--- src/rtl/accm_pkg.sv ---
// Shared types, widths and arithmetic helpers for the accelerometer magnitude unit.
// No dependencies; used by the top level and accm_sqrt_pipe under rtl, and by the bench.
package accm_pkg;

    localparam int AxisW        = 14;   // raw axis code
    localparam int MagW         = 11;   // clamped magnitude divided by four
    localparam int SqW          = 2 * MagW;
    localparam int SumW         = SqW;  // three squares of at most 2**20 fit in 22 bits
    localparam int RootW        = SumW / 2;
    localparam int RemW         = RootW + 1;
    localparam int SqrtSteps    = RootW;
    localparam int StepsPerStage = 2;
    localparam int SqrtStages   = (SqrtSteps + StepsPerStage - 1) / StepsPerStage;

    localparam logic [AxisW-1:0] PosClamp = 14'h0FFF;
    localparam logic [AxisW-1:0] NegClamp = 14'h3001;

    typedef logic [AxisW-1:0] t_axis;
    typedef logic [MagW-1:0]  t_mag;
    typedef logic [SqW-1:0]   t_sq;
    typedef logic [SumW-1:0]  t_sum;
    typedef logic [RootW-1:0] t_root;

    // partial state of the digit-by-digit root
    typedef struct packed {
        logic [RemW-1:0] rem;
        t_root           root;
        t_sum            rad;
    } t_sqrt_state;

    // clamp to +/-1 g, take magnitude, divide by four
    function automatic t_mag axis_mag(input t_axis code);
        t_axis      c;
        logic [12:0] m;
        c = code;
        if (!c[13]) begin
            if (c[12]) c = PosClamp;
            m = c[12:0];
        end else begin
            if (!c[12]) c = NegClamp;
            m = 13'(~c[12:0] + 13'd1);
        end
        return m[12:2];
    endfunction

    // one restoring root step: consumes the top two radicand bits
    function automatic t_sqrt_state sqrt_step(input t_sqrt_state s);
        t_sqrt_state     n;
        logic [RemW+1:0] rem_sh;
        logic [RemW+1:0] trial;
        logic            ge;
        rem_sh  = {s.rem, s.rad[SumW-1 -: 2]};
        trial   = {1'b0, s.root, 2'b01};
        ge      = (rem_sh >= trial);
        n.rem   = ge ? RemW'(rem_sh - trial) : RemW'(rem_sh);
        n.root  = {s.root[RootW-2:0], ge};
        n.rad   = {s.rad[SumW-3:0], 2'b00};
        return n;
    endfunction

endpackage

--- src/rtl/accel_clamp_vector_magnitude_unit.sv ---
// Top level of the accelerometer vector magnitude unit.
// Depends on accm_pkg and accm_sqrt_pipe.
//
// Usage
//   Input channel: i_valid / o_ready carry one request of three raw 14-bit
//   two's-complement axis codes (i_accel_x, i_accel_y, i_accel_z).
//   Output channel: o_valid / i_ready carry o_magnitude, the floor square
//   root of the summed squares of the clamped, quartered axis magnitudes.
//   Each code is clamped to +/-1 g, so the result never exceeds 1773.
//   Pipeline stages: magnitude, square, sum, then six root stages of two
//   result bits each (one in the last).
//   Throughput: one request per cycle while i_ready does not stall the
//   output; every stage is a register with its own valid bit.
//   Stalls: when i_ready is low the last stage holds; earlier stages keep
//   moving until they meet a full stage, so empty slots are squeezed out
//   and o_ready only drops once every stage holds a request.
//   Reset (synchronous, active low) clears all valid bits; no data held
//   in flight survives it. There is no configuration state.
module accel_clamp_vector_magnitude_unit (
    input  logic        i_clk,
    input  logic        i_rst_n,
    input  logic        i_valid,
    output logic        o_ready,
    input  logic [13:0] i_accel_x,
    input  logic [13:0] i_accel_y,
    input  logic [13:0] i_accel_z,
    output logic        o_valid,
    input  logic        i_ready,
    output logic [10:0] o_magnitude
);

    // stage 1: clamp and magnitude per axis
    logic            r_s1_vld;
    accm_pkg::t_mag  r_mx, r_my, r_mz;
    // stage 2: squares
    logic            r_s2_vld;
    accm_pkg::t_sq   r_qx, r_qy, r_qz;
    // stage 3: sum of squares
    logic            r_s3_vld;
    accm_pkg::t_sum  r_sum;

    logic w_s1_rdy, w_s2_rdy, w_s3_rdy, w_rt_rdy;

    // ready ripples back: a stage loads when empty or when its successor loads
    assign w_s3_rdy = ~r_s3_vld | w_rt_rdy;
    assign w_s2_rdy = ~r_s2_vld | w_s3_rdy;
    assign w_s1_rdy = ~r_s1_vld | w_s2_rdy;
    assign o_ready  = w_s1_rdy;

    always_ff @(posedge i_clk) begin
        if (!i_rst_n) begin
            r_s1_vld <= 1'b0;
            r_s2_vld <= 1'b0;
            r_s3_vld <= 1'b0;
        end else begin
            if (w_s1_rdy) r_s1_vld <= i_valid;
            if (w_s2_rdy) r_s2_vld <= r_s1_vld;
            if (w_s3_rdy) r_s3_vld <= r_s2_vld;
        end
    end

    always_ff @(posedge i_clk) begin
        if (w_s1_rdy && i_valid) begin
            r_mx <= accm_pkg::axis_mag(i_accel_x);
            r_my <= accm_pkg::axis_mag(i_accel_y);
            r_mz <= accm_pkg::axis_mag(i_accel_z);
        end
        if (w_s2_rdy && r_s1_vld) begin
            r_qx <= accm_pkg::t_sq'(r_mx) * accm_pkg::t_sq'(r_mx);
            r_qy <= accm_pkg::t_sq'(r_my) * accm_pkg::t_sq'(r_my);
            r_qz <= accm_pkg::t_sq'(r_mz) * accm_pkg::t_sq'(r_mz);
        end
        if (w_s3_rdy && r_s2_vld) begin
            // cannot overflow: each square is at most 2**20
            r_sum <= r_qx + r_qy + r_qz;
        end
    end

    accm_sqrt_pipe u_sqrt (
        .i_clk   (i_clk),
        .i_rst_n (i_rst_n),
        .i_valid (r_s3_vld),
        .o_ready (w_rt_rdy),
        .i_sum   (r_sum),
        .o_valid (o_valid),
        .i_ready (i_ready),
        .o_root  (o_magnitude)
    );

endmodule

--- src/rtl/accm_sqrt_pipe.sv ---
// Pipelined floor integer square root, two result bits per register stage (one in the last).
// Depends on accm_pkg.
module accm_sqrt_pipe (
    input  logic                i_clk,
    input  logic                i_rst_n,
    input  logic                i_valid,
    output logic                o_ready,
    input  accm_pkg::t_sum      i_sum,
    output logic                o_valid,
    input  logic                i_ready,
    output accm_pkg::t_root     o_root
);

    localparam int NStg = accm_pkg::SqrtStages;

    logic [NStg-1:0]       r_vld;
    accm_pkg::t_sqrt_state r_st [NStg];
    logic [NStg-1:0]       w_rdy;

    assign w_rdy[NStg-1] = ~r_vld[NStg-1] | i_ready;

    genvar s;
    generate
        for (s = 0; s < NStg; s++) begin : g_stg
            logic                  w_vin;
            accm_pkg::t_sqrt_state w_sin;
            accm_pkg::t_sqrt_state n_st;

            if (s < NStg - 1) begin : g_rdy
                assign w_rdy[s] = ~r_vld[s] | w_rdy[s+1];
            end

            if (s == 0) begin : g_first
                assign w_vin = i_valid;
                always_comb begin
                    w_sin.rem  = '0;
                    w_sin.root = '0;
                    w_sin.rad  = i_sum;
                end
            end else begin : g_next
                assign w_vin = r_vld[s-1];
                assign w_sin = r_st[s-1];
            end

            always_comb begin
                n_st = w_sin;
                for (int j = 0; j < accm_pkg::StepsPerStage; j++) begin
                    if (s * accm_pkg::StepsPerStage + j < accm_pkg::SqrtSteps) begin
                        n_st = accm_pkg::sqrt_step(n_st);
                    end
                end
            end

            always_ff @(posedge i_clk) begin
                if (!i_rst_n) begin
                    r_vld[s] <= 1'b0;
                end else if (w_rdy[s]) begin
                    r_vld[s] <= w_vin;
                end
            end

            always_ff @(posedge i_clk) begin
                if (w_rdy[s] && w_vin) begin
                    r_st[s] <= n_st;
                end
            end
        end
    endgenerate

    assign o_ready = w_rdy[0];
    assign o_valid = r_vld[NStg-1];
    assign o_root  = r_st[NStg-1].root;

endmodule

--- config.mk ---
export PLATFORM = sky130hd
export DESIGN_NAME = accel_clamp_vector_magnitude_unit
export DESIGN_NICKNAME = d
export VERILOG_FILES = /design/src/rtl/accm_pkg.sv /design/src/rtl/accel_clamp_vector_magnitude_unit.sv /design/src/rtl/accm_sqrt_pipe.sv
export SDC_FILE = /design/constraint.sdc
export NUM_CORES = 1
export LEC_CHECK = 0
export ABC_AREA = 1
export BUFFER_PORTS_ARGS = -buffer_cell sky130_fd_sc_hd__buf_2
export CORE_MARGIN = 5
export CORE_UTILIZATION = 45
export CTS_CLUSTER_SIZE = 40
export DETAILED_ROUTE_END_ITERATION = 8
export GPL_TIMING_DRIVEN = 1
export PLACE_DENSITY = 0.63
export REMOVE_ABC_BUFFERS = 1
export SYNTH_ARGS = -nofsm -noshare
export SYNTH_HDL_FRONTEND = slang
export SYNTH_SLANG_ARGS = --single-unit
--- constraint.sdc ---
create_clock -name i_clk -period 8.7 [get_ports i_clk]
set_clock_uncertainty 0.15 [all_clocks]
set_input_delay 0.435 -clock i_clk [delete_from_list [all_inputs] [get_ports i_clk]]
set_output_delay 0.435 -clock i_clk [all_outputs]
set_load 0.05 [all_outputs]
# Word level (Yosys, flattened, before mapping)
# Memories as Yosys holds them, arrays and structs flattened.
# Index checks and enable logic that the tools add are counted.
# W data, S select, Z words.
[classes] n_addsub=16 mul=3 n_div=0 magnitude_cmp=11 n_eq_ne=0 n_shift=0 mux=38 bitwise=21 n_reduce_logical=9
[ops] op="$mux W12" n=17
[ops] op="$ge A14 B13 Y1" n=9
[ops] op="$mux W13" n=9
[ops] op="$sub A12 B12 Y12" n=9
[ops] op="$mul A11 B11 Y22" n=3
[ops] op="$add A22 B22 Y22" n=2
[ops] op="$add A13 B1 Y13 const B" n=3
[ops] op="$not A13 Y13" n=3
[ops] op="$ge A14 B3 Y1" n=1
[ops] op="$mux W1" n=12
[ops] op="$sub A12 B3 Y12" n=1
[ops] op="$logic_and A1 B1 Y1" n=9
[ops] op="$not A1 Y1" n=9
[ops] op="$or A1 B1 Y1" n=9
[ops] op="$sub A2 B1 Y3 const B" n=1
[ops] op="$ge A2 B1 Y1 const B" n=1
[totals] ff_bits=130 latchBits=0 ram_bits=258 romBits=0 input_bits=46 output_inout_bits=13 wordCells=115 memories=1
[memory_table] name="u_sqrt.r_st" words=6 word_bits=43 rd=6 rd_clocked_by_memory_dff=0 wr=6 line="accm_sqrt_pipe.sv:17" text="accm_pkg::t_sqrt_state r_st [NStg];"

# Longest topological paths before layout
[logic_depth] depth_word=15 depth_mapped=24 mapped_depth_nobuf=23

# Hierarchy
# Synthesis repeated with hierarchy kept, for this count alone.
[unflattened] hier_cells=3372 hier_area_um2=27266.2
[modules_own_cells] mod="accel_clamp_vector_magnitude_unit" instances=1 cells_each=2177 area_per_inst_um2=17214.0
[modules_own_cells] mod="accm_sqrt_pipe" instances=1 cells_each=1195 area_per_inst_um2=10052.1

# Worst setup path before layout
# Ideal clock, no wire load.
[synth_timing] path_kind="register -> register" start="reg r_mx[2]" end="reg r_qx[18] (data pin)" setup_time_ns=0.265 t_arrival_ns=4.983 t_required_ns=8.285 slack_ns=3.302 stages_incl_launch_ff=22 n_path_buf=1 synth_period_minus_slack_ns=5.398 cell_sequence="edfxtp_1 -> clkbuf_1 -> nand2_1 -> fa_1 -> inv_1 -> fa_1 -> inv_1 -> fa_1 -> inv_1 -> fa_1 -> inv_1 -> fa_1 -> inv_1 -> ha_1 -> a21o_1 -> inv_1 -> nor2_1 -> a211oi_1 -> nand3_1 -> a21oi_1 -> o21ai_0 -> xor2_1"
[synth_between] elab_chain_cells=1
[synth_lines] item="start: declaration" line="accel_clamp_vector_magnitude_unit.sv:34" text="accm_pkg::t_mag r_mx, r_my, r_mz;"
[synth_lines] item="start signal: assignment" line="accel_clamp_vector_magnitude_unit.sv:64" text="r_mx <= accm_pkg::axis_mag(i_accel_x);"
[synth_lines] item="$mul A11 B11 Y22" line="accel_clamp_vector_magnitude_unit.sv:69" text="r_qx <= accm_pkg::t_sq'(r_mx) * accm_pkg::t_sq'(r_mx);"
[synth_lines] item="end signal: assignment" line="accel_clamp_vector_magnitude_unit.sv:69"
[synth_lines] item="end: declaration" line="accel_clamp_vector_magnitude_unit.sv:37" text="accm_pkg::t_sq r_qx, r_qy, r_qz;"
# No other way between the ends.
# A chain may end at the register's enable or synchronous reset.

# Worst setup path after layout
[layout_timing] start="reg r_mx[7]" end="reg r_qx[18] (data pin)"
# The elaborated chain is that of the path after synthesis.

==> flow_metrics.tcl <==
set metrics [dict create \
    post_dp_hpwl_um 43100 \
    post_synth.cell_area_avg_um2 8.71 \
    p_leak_nw 14.2 \
    timing_max_transition_violations_final 0 \
    setup.worst_path.start_class "flop" \
    fin_nets 3548 \
    globalRouteTotalUtil 0.168 \
    grt.met1_usage 0.214 \
    grt_setup_unrepaired "no" \
    max_freq_mhz 175 \
    worst_hold_path_type "in -> reg" \
    wirelength_um 51700 \
    initial_core_util 0.453 \
    cts.reportedPaths.clkPinSlew_ns 0.05 \
    cts_tree "done" \
    ys.warnings.count 0 \
    ctsHoldBuffers 1 \
    max_cap_violations 0 \
    critical_path_data_required_time_ns 8.84 \
    clk-insertion-delay-late_ns 0.55 \
    syn2layout_area_growth_pct 8.43 \
    worst_ep_arrival_time_ns 5.86 \
    synth.ff_latch_count 273 \
    cpMostUsedCell "sky130_fd_sc_hd__inv_1" \
    worst-setup-path-type "reg -> reg" \
    setup_tns_ns 0 \
    startpoint "r_mx[7]" \
    synthesis.area_um2 26000 \
    preCtsSetupSlack_ns 3.02 \
    detail_route.first_pass.iterations 5 \
    design.die.area_um2 62800 \
    critPathCaptureType "flop" \
    number_of_post_cts_setup_repair_buffers 0 \
    min_from "i_valid" \
    timing.final.setup_violations 0 \
    postSynthCellCount 2992 \
    busiest_layer "met2" \
    vias 19000 \
    floorplan.core_area_um2 57500 \
    period_share 0.658 \
    vias_in_the_first_global_route 19500 \
    final.fill_count 5530 \
    gr_util_met2 0.300 \
    gp_congestion 0.892 \
    power.density_nw_per_um2 367 \
    grt_overflow_total 0 \
    cts_num_sinks 273 \
    finalHoldViolations 0 \
    crit_chain "nand2_1, fa_1, inv_1, fa_1, inv_1, fa_1, inv_1, fa_1, inv_1, fa_1, inv_1, ha_1, a21o_1, inv_1, nor2_1, a211oi_1, nand3_1, a21oi_1, o21ai_0, xor2_1" \
    route.detailed.drc 0 \
    route.detailed.vias_per_inst 4.96 \
    grt_util_met3 0.0210 \
    port_buffers 58 \
    cts.root.buffer_cell "sky130_fd_sc_hd__clkbuf_16" \
    drt-initial-drc-count 857 \
    num_antenna_cells 0 \
    critical-path-max-stage-delay_ns 0.63 \
    die_w_um 251 \
    postSynth.topFlopCell "sky130_fd_sc_hd__edfxtp_1" \
    post-route-worst-setup-slack_ns 2.98 \
    async_reset_ff_frac 0 \
    cp_slowest_cell "sky130_fd_sc_hd__edfxtp_1" \
    number_of_antenna_violations_at_the_first_check_in_global_routing 0 \
    vdd_drop_max_mv 0.286 \
    fin_worst_hold_slack_ns 0.0545 \
    outcome "finished, final reports clean" \
    grt_start_max_net_pins 64 \
    resized_gates_after_cts 0 \
    detail_route.wl_per_cell_um 13.5 \
    cts_htree_levels 2 \
    i_o_pin_count 59 \
    synth_sequential_area_ratio 0.311 \
    fin_crit_ns 5.72 \
    r2r_start "r_mx[7]" \
    post_synth_edffs 264 \
    grt_pass1_wl_um 90200 \
    cts_buf_count 34 \
    row_count 88 \
    worst-path-max-fanout 11 \
    worstMarginPinSlew_ns 0.992 \
    drt.antenna.violating_nets 0 \
    ratio_of_cells_with_drive_above_1_in_the_final_layout 0.0689 \
    timing.max_slew.rel_slack 0.336 \
    synth_cell_type_count 62 \
    cts.path.max_buffers 3 \
    die_h_um 251 \
]
[power breakdown]
group / switching, mW / internal (mW) / total (mW)
registers: 0.173 / 2.10 / 2.27
logic: 4.04 / 2.67 / 6.71
clock network: 0.570 / 0.815 / 1.38
total: 4.78 / 5.59 / 10.4
[logic make-up (layout without fill, tap and decap cells)]
kind of cell    Yosys count  after routing  share of synthesized area
buf+inv                 692            762                      0.101
simple gates           1093           1093                      0.185
fa+ha+maj               462            462                      0.283
mux                       3              3                    0.00120
flops                   273            273                      0.311
other cells               1              3                   0.000144
compound gates          330            330                     0.0715
xor+xnor                138            138                     0.0467
[routing by layer]
layer / vias up / part of all wire
met5: - / 0
met4: 0 / 0.022
met3: 72 / 0.031
met2: 257 / 0.50
met1: 9039 / 0.44
li1: 9618 / -
[sequential cells by signal, indices dropped and copies added, names as in the netlist, 5 cells and up]
name,flops
r_qx,21
r_mx,11
r_my,11
r_qz,21
r_qy,21
u_sqrt.r_st,146
u_sqrt.g_stg.w_vin,5
r_mz,11
r_sum,22
[through the flow]
stage / cell area (um^2) / total power, mW / instances / util
after global routing: 28200 / 11.6 / 3829 / 0.491
after detailed placement: 27100 / 9.03 / 3768 / 0.472
after global placement: 27100 / 8.92 / 3768 / 0.472
final: 28200 / 10.4 / 3829 / 0.491
after floorplan: 25800 / 7.52 / 2941 / -
after CTS: 28200 / 10.5 / 3829 / 0.491
[synthesized netlist by cell type (6+ instances only)]
| library cell | count | share of area |
|---|---|---|
| sky130_fd_sc_hd__a21o_1 | 9 | 0.0026 |
| sky130_fd_sc_hd__a21oi_1 | 123 | 0.024 |
| sky130_fd_sc_hd__a31oi_1 | 24 | 0.0058 |
| sky130_fd_sc_hd__and2_1 | 6 | 0.0014 |
| sky130_fd_sc_hd__clkbuf_1 | 44 | 0.0063 |
| sky130_fd_sc_hd__dfxtp_1 | 9 | 0.0069 |
| sky130_fd_sc_hd__edfxtp_1 | 264 | 0.30 |
| sky130_fd_sc_hd__fa_1 | 213 | 0.16 |
| sky130_fd_sc_hd__ha_1 | 249 | 0.12 |
| sky130_fd_sc_hd__inv_1 | 629 | 0.091 |
| sky130_fd_sc_hd__inv_2 | 8 | 0.0012 |
| sky130_fd_sc_hd__nand2_1 | 677 | 0.098 |
| sky130_fd_sc_hd__nand2_2 | 24 | 0.0058 |
| sky130_fd_sc_hd__nand3_1 | 121 | 0.023 |
| sky130_fd_sc_hd__nand3_2 | 9 | 0.0035 |
| sky130_fd_sc_hd__nand3_4 | 6 | 0.0040 |
| sky130_fd_sc_hd__nand4_1 | 23 | 0.0055 |
| sky130_fd_sc_hd__nor2_1 | 153 | 0.022 |
| sky130_fd_sc_hd__nor2_2 | 9 | 0.0022 |
| sky130_fd_sc_hd__nor3_1 | 24 | 0.0046 |
| sky130_fd_sc_hd__o211ai_1 | 11 | 0.0032 |
| sky130_fd_sc_hd__o21a_1 | 7 | 0.0020 |
| sky130_fd_sc_hd__o21ai_0 | 112 | 0.022 |
| sky130_fd_sc_hd__o22ai_1 | 9 | 0.0022 |
| sky130_fd_sc_hd__o31ai_1 | 7 | 0.0020 |
| sky130_fd_sc_hd__or2_2 | 7 | 0.0017 |
| sky130_fd_sc_hd__xnor2_1 | 42 | 0.014 |
| sky130_fd_sc_hd__xor2_1 | 95 | 0.032 |
[cell type report]
class                   instances  area (um^2)  share of cell area
clock buffers                  40          903              0.0320
clock inverters                20          204             0.00722
multi-input cells            2029        15300               0.543
flip-flops and latches        273         8110               0.287
well taps                     765          957              0.0339
repair buffers                 63          330              0.0117
inverters                     639         2410              0.0852
[layout by cell type (no fill, tap or decap), types with 8 or more instances in the layout]
master / instances
sky130_fd_sc_hd__a21o_1: 9
sky130_fd_sc_hd__a21oi_1: 121
sky130_fd_sc_hd__a31oi_1: 24
sky130_fd_sc_hd__buf_2: 58
sky130_fd_sc_hd__clkbuf_16: 34
sky130_fd_sc_hd__dfxtp_1: 9
sky130_fd_sc_hd__edfxtp_1: 264
sky130_fd_sc_hd__fa_1: 213
sky130_fd_sc_hd__ha_1: 249
sky130_fd_sc_hd__inv_1: 629
sky130_fd_sc_hd__inv_2: 8
sky130_fd_sc_hd__nand2_1: 677
sky130_fd_sc_hd__nand2_2: 24
sky130_fd_sc_hd__nand3_1: 121
sky130_fd_sc_hd__nand3_2: 9
sky130_fd_sc_hd__nand4_1: 23
sky130_fd_sc_hd__nor2_1: 151
sky130_fd_sc_hd__nor2_2: 10
sky130_fd_sc_hd__nor3_1: 24
sky130_fd_sc_hd__o211ai_1: 11
sky130_fd_sc_hd__o21ai_0: 112
sky130_fd_sc_hd__o22ai_1: 9
sky130_fd_sc_hd__xnor2_1: 42
sky130_fd_sc_hd__xor2_1: 95
[final timing paths]
check / slack [ns] / to / cells after the start
worst min register to register: 0.26 / u_sqrt.r_st[3][18] / 0
worst max-delay path: 2.98 / r_qx[18] / 20
worst min-delay path: 0.05 / r_s1_vld / 3
worst max register to register: 2.98 / r_qx[18] / 20
[worst max-delay path: cells and delay by family, from the launching register on]
| family | cells | cell delay, ns |
|---|---|---|
| flip-flops | 1 | 0.63 |
| buffers and inverters | 6 | 0.30 |
| adder cells (fa/ha/maj) | 6 | 2.96 |
| XOR/XNOR | 1 | 0.16 |
| AO/OA/AOI/OAI | 4 | 0.86 |
| AND/OR/NAND/NOR | 3 | 0.37 |
Note: power is estimated with default switching activity, not from simulation.
